`config.mk`:
```
export PLATFORM = sky130hd
export DESIGN_NAME = stack_with_delete_by_value
export DESIGN_NICKNAME = d
export VERILOG_FILES = /design/src/rtl/core/swdv_pkg.sv /design/src/rtl/core/swdv_cell.sv /design/src/rtl/core/stack_with_delete_by_value.sv
export VERILOG_INCLUDE_DIRS = /design/src /design/src/rtl/core
export SDC_FILE = /design/constraint.sdc
export NUM_CORES = 1
export LEC_CHECK = 0
export BUFFER_PORTS_ARGS = -buffer_cell sky130_fd_sc_hd__buf_2
export CAP_MARGIN = 20
export CORE_MARGIN = 2
export CORE_UTILIZATION = 59
export CTS_BUF_LIST = sky130_fd_sc_hd__clkbuf_2
export CTS_CLUSTER_DIAMETER = 30
export DETAILED_ROUTE_END_ITERATION = 10
export PLACE_DENSITY = 0.84
export SYNTH_ARGS = -nofsm -noshare
export SYNTH_HDL_FRONTEND = slang
export SYNTH_HIERARCHICAL = 1
export SYNTH_SLANG_ARGS = --single-unit
```
`constraint.sdc`:
```
create_clock -name i_clk -period 3.2 [get_ports i_clk]
set_input_delay 0.32 -clock i_clk [delete_from_list [all_inputs] [get_ports i_clk]]
set_output_delay 0.32 -clock i_clk [all_outputs]
set_load 0.05 [all_outputs]
```
`src/rtl/core/assert_macros.svh`:
```
// Assertion macros shared by the RTL of this project.
// Each macro checks on the rising clock edge and is disabled while reset is active.
`ifndef ASSERT_MACROS_SVH
`define ASSERT_MACROS_SVH

// The consequent must hold in the same cycle as the antecedent.
`define ASSERT_IMPLY(label, clk, rst_n, ante, cons, msg) \
    label: assert property (@(posedge clk) disable iff (!(rst_n)) (ante) |-> (cons)) \
        else $error(msg);

// The consequent must hold in the cycle after the antecedent.
`define ASSERT_NEXT(label, clk, rst_n, ante, cons, msg) \
    label: assert property (@(posedge clk) disable iff (!(rst_n)) (ante) |=> (cons)) \
        else $error(msg);

// The expression must hold in every cycle.
`define ASSERT_ALWAYS(label, clk, rst_n, expr, msg) \
    label: assert property (@(posedge clk) disable iff (!(rst_n)) (expr)) \
        else $error(msg);

`endif

```
`src/rtl/core/swdv_pkg.sv`:
```
package swdv_pkg;

    localparam int DEPTH   = 16;
    localparam int DATA_W  = 32;
    localparam int CAP_W   = 5;
    localparam int LEVEL_W = $clog2(DEPTH + 1);
    localparam int IDX_W   = (DEPTH > 1) ? $clog2(DEPTH) : 1;
    localparam int CMP_W   = (CAP_W > LEVEL_W) ? CAP_W : LEVEL_W;

    localparam logic [CAP_W-1:0] CAP_RESET = CAP_W'(16);

    typedef enum logic [2:0] {
        OP_PUSH   = 3'd0,
        OP_POP    = 3'd1,
        OP_PEEK   = 3'd2,
        OP_DELETE = 3'd3,
        OP_CLEAR  = 3'd4
    } t_op;

    typedef enum logic [1:0] {
        ST_OK        = 2'd0,
        ST_OVERFLOW  = 2'd1,
        ST_EMPTY     = 2'd2,
        ST_NOT_FOUND = 2'd3
    } t_status;

    // Per-cell control: load the pushed word, or take the upper neighbor's word.
    typedef struct packed {
        logic load;
        logic shift;
    } t_cell_ctl;

endpackage

```
`src/rtl/core/swdv_cell.sv`:
```
module swdv_cell
    import swdv_pkg::*;
(
    input  logic              i_clk,
    input  t_cell_ctl         i_ctl,
    input  logic [DATA_W-1:0] i_operand,
    input  logic [DATA_W-1:0] i_upper,
    output logic [DATA_W-1:0] o_value,
    output logic              o_match
);

    logic [DATA_W-1:0] r_value;
    logic [DATA_W-1:0] n_value;

    always_comb begin
        n_value = r_value;
        if (i_ctl.load) begin
            n_value = i_operand;
        end else if (i_ctl.shift) begin
            n_value = i_upper;
        end
    end

    // The word is undefined until a push writes it, so it has no reset.
    always_ff @(posedge i_clk) begin
        r_value <= n_value;
    end

    assign o_value = r_value;
    assign o_match = (r_value == i_operand);

endmodule

```
`src/rtl/core/stack_with_delete_by_value.sv`:
```
// Bounded LIFO stack of signed 32-bit words with push, pop, peek, delete by value and clear.
// Every accepted operation yields exactly one result, in the cycle after its transfer. A
// new operation may be transferred in every cycle as long as the downstream side takes each
// result. The result sits in a single output register, so while a held result is stalled
// the input side stalls as well. The entries live in a
// row of cells, one word per cell; every cell compares its word with the operand at once, the
// topmost valid match is picked by a masked OR over the match vector, and on a delete every
// cell at or above that match takes its upper neighbor's word in the same cycle. A push into
// a stack that holds no fewer entries than the effective capacity (the configured capacity,
// capped at the stack depth) reports overflow. Pop, peek or delete on an empty stack report
// empty; a delete that finds nothing reports not found and leaves the stack unchanged.
// Data is nonzero only for a successful pop or peek, and every result carries the level
// after the operation. Unknown op codes are accepted, do nothing and report ok. The capacity
// register resets to 16 and may be written only while no operation is in flight.
module stack_with_delete_by_value
    import swdv_pkg::*;
(
    input  logic                      i_clk,
    input  logic                      i_rst_n,
    // Configuration
    input  logic                      i_cfg_we,
    input  logic [CAP_W-1:0]          i_cfg_wdata,
    // Operation channel
    input  logic                      i_in_valid,
    output logic                      o_in_stall,
    input  logic [2:0]                i_op,
    input  logic signed [DATA_W-1:0]  i_operand_value,
    // Result channel
    output logic                      o_out_valid,
    input  logic                      i_out_stall,
    output logic [1:0]                o_status,
    output logic signed [DATA_W-1:0]  o_data_out,
    output logic [LEVEL_W-1:0]        o_level
);

    `include "assert_macros.svh"

    logic [CAP_W-1:0]   r_capacity;
    logic [LEVEL_W-1:0] r_fill;
    logic [LEVEL_W-1:0] n_fill;

    logic               r_out_valid;
    t_status            r_status;
    logic [DATA_W-1:0]  r_data;
    logic [LEVEL_W-1:0] r_level;

    logic               in_xfer;
    t_op                op_e;
    logic [DATA_W-1:0]  operand;
    logic [CMP_W-1:0]   cap_eff;
    logic [CMP_W-1:0]   fill_x;
    logic               is_empty;
    logic               is_full;
    logic [IDX_W-1:0]   top_idx;
    logic [DATA_W-1:0]  top_val;
    logic               hit;
    logic               push_en;
    logic               del_en;
    t_status            st;
    logic [DATA_W-1:0]  data;

    logic [DATA_W-1:0]  cell_val   [DEPTH];
    logic [DEPTH-1:0]   cell_match;
    logic [DEPTH-1:0]   vmatch;
    logic [DEPTH-1:0]   load_vec;
    logic [DEPTH-1:0]   shift_vec;
    t_cell_ctl          cell_ctl   [DEPTH];

    // The input side stalls only when a finished result is held and not being taken.
    assign o_in_stall = r_out_valid && i_out_stall;
    assign in_xfer    = i_in_valid && !o_in_stall;

    assign op_e    = t_op'(i_op);
    assign operand = i_operand_value;

    // Capacities above the depth behave like the depth itself.
    assign cap_eff  = (CMP_W'(r_capacity) > CMP_W'(DEPTH)) ? CMP_W'(DEPTH) : CMP_W'(r_capacity);
    assign fill_x   = CMP_W'(r_fill);
    assign is_empty = (r_fill == '0);
    assign is_full  = (fill_x >= cap_eff) || (fill_x >= CMP_W'(DEPTH));

    assign top_idx = IDX_W'(r_fill - LEVEL_W'(1));
    assign top_val = cell_val[top_idx];
    assign hit     = |vmatch;

    always_comb begin
        n_fill  = r_fill;
        st      = ST_OK;
        data    = '0;
        push_en = 1'b0;
        del_en  = 1'b0;
        case (op_e)
            OP_PUSH: begin
                if (is_full) begin
                    st = ST_OVERFLOW;
                end else begin
                    push_en = 1'b1;
                    n_fill  = r_fill + LEVEL_W'(1);
                end
            end
            OP_POP, OP_PEEK: begin
                if (is_empty) begin
                    st = ST_EMPTY;
                end else begin
                    data = top_val;
                    if (op_e == OP_POP) begin
                        n_fill = r_fill - LEVEL_W'(1);
                    end
                end
            end
            OP_DELETE: begin
                if (is_empty) begin
                    st = ST_EMPTY;
                end else if (!hit) begin
                    st = ST_NOT_FOUND;
                end else begin
                    del_en = 1'b1;
                    n_fill = r_fill - LEVEL_W'(1);
                end
            end
            OP_CLEAR: begin
                n_fill = '0;
            end
            default: begin
                n_fill = r_fill;
            end
        endcase
    end

    // The row of cells. A cell shifts on a delete when no valid match lies above it, which
    // with a hit means it sits at or above the topmost match. Cells past the fill level hold
    // words that are never read, so they may shift freely.
    for (genvar k = 0; k < DEPTH; k++) begin : g_cell
        logic [DATA_W-1:0] upper;
        logic [DEPTH-1:0]  above;

        if (k == DEPTH - 1) begin : g_top
            assign upper = cell_val[k];
        end else begin : g_mid
            assign upper = cell_val[k+1];
        end

        assign above        = vmatch >> (k + 1);
        assign vmatch[k]    = cell_match[k] && (LEVEL_W'(k) < r_fill);
        assign load_vec[k]  = in_xfer && push_en && (r_fill == LEVEL_W'(k));
        assign shift_vec[k] = in_xfer && del_en && !(|above);
        assign cell_ctl[k]  = '{load: load_vec[k], shift: shift_vec[k]};

        swdv_cell u_cell (
            .i_clk     (i_clk),
            .i_ctl     (cell_ctl[k]),
            .i_operand (operand),
            .i_upper   (upper),
            .o_value   (cell_val[k]),
            .o_match   (cell_match[k])
        );
    end

    always_ff @(posedge i_clk) begin
        if (!i_rst_n) begin
            r_capacity <= CAP_RESET;
        end else if (i_cfg_we) begin
            r_capacity <= i_cfg_wdata;
        end
    end

    always_ff @(posedge i_clk) begin
        if (!i_rst_n) begin
            r_fill      <= '0;
            r_out_valid <= 1'b0;
        end else begin
            if (in_xfer) begin
                r_fill      <= n_fill;
                r_out_valid <= 1'b1;
            end else if (!i_out_stall) begin
                r_out_valid <= 1'b0;
            end
        end
    end

    // Result payload needs no reset; it is qualified by the valid flag.
    always_ff @(posedge i_clk) begin
        if (in_xfer) begin
            r_status <= st;
            r_data   <= data;
            r_level  <= n_fill;
        end
    end

    assign o_out_valid = r_out_valid;
    assign o_status    = r_status;
    assign o_data_out  = r_data;
    assign o_level     = r_level;

    `ASSERT_NEXT(a_push_grows, i_clk, i_rst_n, in_xfer && push_en,
        r_fill == $past(r_fill) + LEVEL_W'(1), "successful push did not raise the level by one")
    `ASSERT_NEXT(a_idle_keeps_fill, i_clk, i_rst_n, !in_xfer,
        r_fill == $past(r_fill), "level changed without a transfer")
    `ASSERT_ALWAYS(a_one_load, i_clk, i_rst_n, $onehot0(load_vec),
        "more than one cell loaded by a push")
    `ASSERT_IMPLY(a_err_zero_data, i_clk, i_rst_n, r_out_valid && r_status != ST_OK,
        r_data == '0, "error result carries nonzero data")
    `ASSERT_ALWAYS(a_fill_bound, i_clk, i_rst_n, fill_x <= CMP_W'(DEPTH),
        "level exceeds the stack depth")

endmodule

```
Word-level counts from Yosys, hierarchy flattened
Cells that the tools add are included.

word-level totals
  bits in registers = 562
  logic and storage cells = 236
  input port bits = 45

cells by class
  $lt $le $gt $ge = 20
  bitwise operators = 2
  equality and inequality tests = 36
  add/subtract/negate cells = 2
  reduce and logical (&&, ||, !) cells = 102
  mux-type cells = 52

operators with widths
  operator            number
  $mux 32             32
  $eq 32x32->1        16
  $bmux 32 s4         1
  $logic_and 1x1->1   51
  $eq 5x4->1 const B  8
  $lt 4x5->1 const A  8
  $mux 5              6
  $reduce_bool 2->1   15
  $eq 5x3->1 const B  4
  $lt 3x5->1 const A  4
  $pmux 5 s4          1
  $logic_not 1->1     16
  $reduce_or 16->1    1
  $reduce_or 15->1    1
  $reduce_or 14->1    1
  $reduce_or 13->1    1
  $reduce_or 12->1    1
  $reduce_or 11->1    1
  $eq 5x2->1 const B  2
  $ge 5x5->1 const B  2
  $lt 1x5->1 const A  2
  $lt 2x5->1 const A  2
  $reduce_or 10->1    1
  $reduce_or 9->1     1
  24 further kinds    36

Depth between registers and ports, before layout
  depth in word-level cells = 10
  gate-level depth with buffers = 13
  mapped depth without buffers = 13

Cells and area by module
Netlist, hierarchy kept.

by module, submodules not included
  module                      area each (um2)  instances  cells an instance
  swdv_cell                   1699.1           16         112
  stack_with_delete_by_value  6852.8           1          529

Worst setup path before layout
OpenSTA, ideal clock, no wires.

  path type = register to register
  from = register r_out_valid, in the netlist o_out_valid
  to = register g_cell[4].u_cell.r_value[0] (enable)
  setup slack = -468 ps
  arrival time = 3338 ps
  required time = 2870 ps
  cell stages (with the launch flop) = 9
  setup time = 330 ps
  path buffers = 2
  period minus slack after synthesis = 3668 ps
  path through = dfxtp_1 > nand2_1 > nand2_1 > clkinv_1 > nand3_1 > nor3_1 > buf_2 > buf_2 > or2_2

RTL lines
  what                    line                               source
  start, declared         stack_with_delete_by_value.sv:42   logic r_out_valid;
  start signal, assigned  stack_with_delete_by_value.sv:170  r_out_valid <= 1'b0;
  start signal, assigned  stack_with_delete_by_value.sv:174  r_out_valid <= 1'b1;
  start signal, assigned  stack_with_delete_by_value.sv:176  r_out_valid <= 1'b0;
  end signal, assigned    swdv_cell.sv:26                    r_value <= n_value;
  end, declared           swdv_cell.sv:12                    logic [DATA_W-1:0] r_value;

==> results.json <==
{
  "status": "complete, but fails checks",
  "failed_checks": "setup timing",
  "ant_nets": 0,
  "antenna_found_initial": 4,
  "via_per_inst": 6.55,
  "async_reset_ff_share_pct": 0,
  "whs_endpoint": "g_cell[9].u_cell/o_value[13]$_DFFE_PP_",
  "swShare_pct": 29.5,
  "core_area_um2": 57400,
  "min_period_ps": 3780,
  "drt_iter0_markers": 3709,
  "cts_tree": "built",
  "hp-start": "i_operand_value[13]",
  "clock.fmax_ghz": 0.265,
  "finalCritPeriodShare_pct": 118,
  "clock-sinks": 562,
  "drv_slew": 0,
  "multiInputGateArea_um2": 17100,
  "hold_path_class": "in2reg",
  "synthFlopType": "edfxtp_1",
  "fillCellCount": 3089,
  "regArea_um2": 16800,
  "syn-num-nets": 2376,
  "grt_first_pass_wirelength_um": 183000,
  "fp.dieH_um": 244,
  "worstHoldPathCells": 5,
  "fin_util_pct": 79.2,
  "power_density_nw_per_um2": 343,
  "path_max_fanout": 5,
  "die-area_um2": 59600,
  "rsz0062_at_grt": "yes",
  "clockPowerShare_pct": 36.5,
  "internal-power_mw": 11.0,
  "crit_type": "reg2reg",
  "wl_met2_um": 57000,
  "tightestPinTransition_ps": 976,
  "hold_violations": 0,
  "synth_cells": 2321,
  "gr-usage-all-layers_pct": 42.2,
  "hpwl_um": 83700,
  "ys_types": 61,
  "drc": 0,
  "grt_max_degree": 70,
  "instances_no_fill": 4218,
  "placed_area_um2": 41600,
  "yosys_warnings": 6,
  "dp_cells": 3788,
  "r2r_slack_ps": -580,
  "fin_area_um2": 45400,
  "max_stage_delay_ps": 450,
  "area_growth_pct": 33.4,
  "avgSynthCellArea_um2": 14.7,
  "cts_htree_levels": 4,
  "critPathArrivalTime_ps": 4870,
  "io_pins": 86,
  "clock_skew_ps": 116,
  "peakVddDrop_mv": 0.278,
  "ctsLongestPathBuffers": 3,
  "dieWidth_um": 244,
  "clkTransAtPathRegs_ps": 130,
  "p_switching_mw": 4.59,
  "worstPathRequired_ps": 4300,
  "pre_cts_ws_ps": -1030,
  "cp-startpoint": "g_cell[2].u_cell/o_value[6]$_DFFE_PP_",
  "worstPathCellList": "xor2_2 -> nor4_2 -> buf_4 -> nand4_1 -> nor2_2 -> nand2_1 -> a21oi_2 -> a2111o_1 -> buf_6 -> nor4_4 -> or2_4 -> inv_2 -> and2_4 -> a21boi_4 -> or2_4 -> buf_12 -> clkbuf_16",
  "seq_power_share_pct": 51.6,
  "drv_cap": 0,
  "slew-limit-headroom_pct": 34.9,
  "setup_viol_count_final": 561,
  "p_leak_nw": 14.5,
  "globalplace.congestion": 0.979,
  "power_frac_comb_pct": 11.9,
  "setup_slack_ps": -576,
  "start_util_pct": 59.3,
  "drive_above_1_share_pct": 55.3,
  "worstReg2RegEnd": "g_cell[12].u_cell/o_value[21]$_DFFE_PP_",
  "rr_worst_depth": 17,
  "layout.nets": 3385,
  "grt_overflow_total": 0,
  "wl_per_cell_um": 30.3,
  "r2r_start": "g_cell[2].u_cell/o_value[6]$_DFFE_PP_",
  "route.top_layer_used": "met5",
  "vias": 27600,
  "synth_edf_count": 551,
  "path_common_cell": "or2_4",
  "cts_buffers": 161,
  "syn_area_um2": 34000,
  "crit_slowest_cell": "edfxtp_1",
  "ys_ff_latch": 562,
  "start_kind": "flop",
  "clock_latency_ps": 1450,
  "power_mw": 15.6,
  "ys_seq_area_share_pct": 49.3,
  "grt_pass1_vias": 28100,
  "drtPass1Iterations": 6,
  "wl_met3_um": 18000,
  "drt-met1-wl_um": 44600,
  "end_kind": "flop",
  "port_buffers": 85,
  "totalWireLength_um": 128000,
  "placementRows": 88,
  "root_buffer": "clkbuf_2"
}
-- worst max-delay path by stage --
stage | slack, ps | cells after the start | end
after floorplan | -5 | 10 | o_data_out[0]$_SDFFCE_PP0P_
after global placement | -1020 | 18 | g_cell[12].u_cell/o_value[19]$_DFFE_PP_
after detailed placement | -1030 | 18 | g_cell[12].u_cell/o_value[19]$_DFFE_PP_
after CTS | -420 | 15 | g_cell[4].u_cell/o_value[1]$_DFFE_PP_
after global routing | -630 | 15 | g_cell[4].u_cell/o_value[9]$_DFFE_PP_
final | -580 | 17 | g_cell[12].u_cell/o_value[21]$_DFFE_PP_
-- stage by stage --
| stage | setup TNS [ps] | hold WS, ps |
|---|---|---|
| floorplan | -150 | 444 |
| detailed placement | -426110 | 524 |
| global placement | -416860 | 496 |
| finish | -203660 | 86.5 |
| CTS | -140540 | 0.882 |
| global route | -253930 | 51.1 |
-- sequential cells by signal, summed over array words and instances, names as in the netlist --
register and count:
r_capacity 5, fill_x 5, o_out_valid 1, o_status 2, g_cell.u_cell/o_value 512, o_data_out 32
o_level 5
-- cells by family after synthesis --
family                   count (synthesis)  share of synthesized area, %
flip-flops                             562                          49.3
multiplexers                           676                          27.6
XOR/XNOR                               515                          13.3
buffers and inverters                  135                          2.05
AO/OA/AOI/OAI                           78                          1.60
adder cells (fa/ha/maj)                 10                         0.368
AND/OR/NAND/NOR                        345                          5.83
-- synth_stat cells, types with 16 or more instances --
cell type	number	area [um^2]
a21oi_1	16	80.1
edfxtp_1	551	16500
nand4_1	33	206
nor3_1	20	100
buf_2	46	230
nor2_1	36	135
mux2_2	512	5770
and3_1	37	231
buf_4	32	240
mux4_2	160	3600
o21ai_0	16	80.1
nand2_1	31	116
nor4_1	132	826
or2_2	18	113
clkbuf_1	40	150
xor2_1	513	4490
-- what timing repair did --
action                                 in CTS  in global routing
setup endpoints to repair                 567                893
hold buffers                               88                  0
endpoints found under the hold margin     601                  0
gates cloned                               21                  9
pin swaps                                  30                 20
resized for setup                         101                 50
setup buffers                              35                 10
-- layer usage --
layer / vias up / GRT usage (%)
met4: 4 / 25.0
met2: 2236 / 63.3
met5: - / 0
met3: 500 / 13.9
met1: 13700 / 53.7
li1: 11200 / -
-- worst max-delay path, delay by kind of cell, from the launching register on --
family	cells	cell delay (ps)
buffers and inverters	5	700
flip-flops	1	450
AO/OA/AOI/OAI	3	560
XOR/XNOR	1	190
AND/OR/NAND/NOR	8	1510
-- cells in the final DEF, fill, tap and decap left out, types with 26 or more instances in the layout --
cell,synthesis,routed
and3_1,37,34
buf_2,46,85
mux2_2,512,512
buf_12,0,100
nand4_1,33,33
mux4_2,160,160
clkinv_1,2,34
nand2_1,31,31
buf_4,32,656
nor4_1,132,103
nor4_2,0,26
dlygate4sd3_1,0,88
clkbuf_2,0,226
edfxtp_1,551,551
xor2_1,513,511
-- final cells by class --
type	instances	area share (%)
flip-flops and latches	562	36.9
clock inverters	58	0.769
diodes	2	0.0110
repair buffers	969	19.9
multi-input cells	1624	37.7
clock buffers	226	2.49
inverters	12	0.107
well taps	765	2.11
-- power groups by stage --
stage	Sequential, mW	Clock (mW)	Combinational, mW
2_1_floorplan	8.32	0	0.620
3_3_place_gp	8.20	0	1.60
3_5_place_dp	8.20	0	1.63
4_1_cts	8.04	5.63	1.76
5_1_grt	8.04	6.05	1.91
6_report	8.04	5.69	1.86
Note: power is estimated with default switching activity, not from simulation.
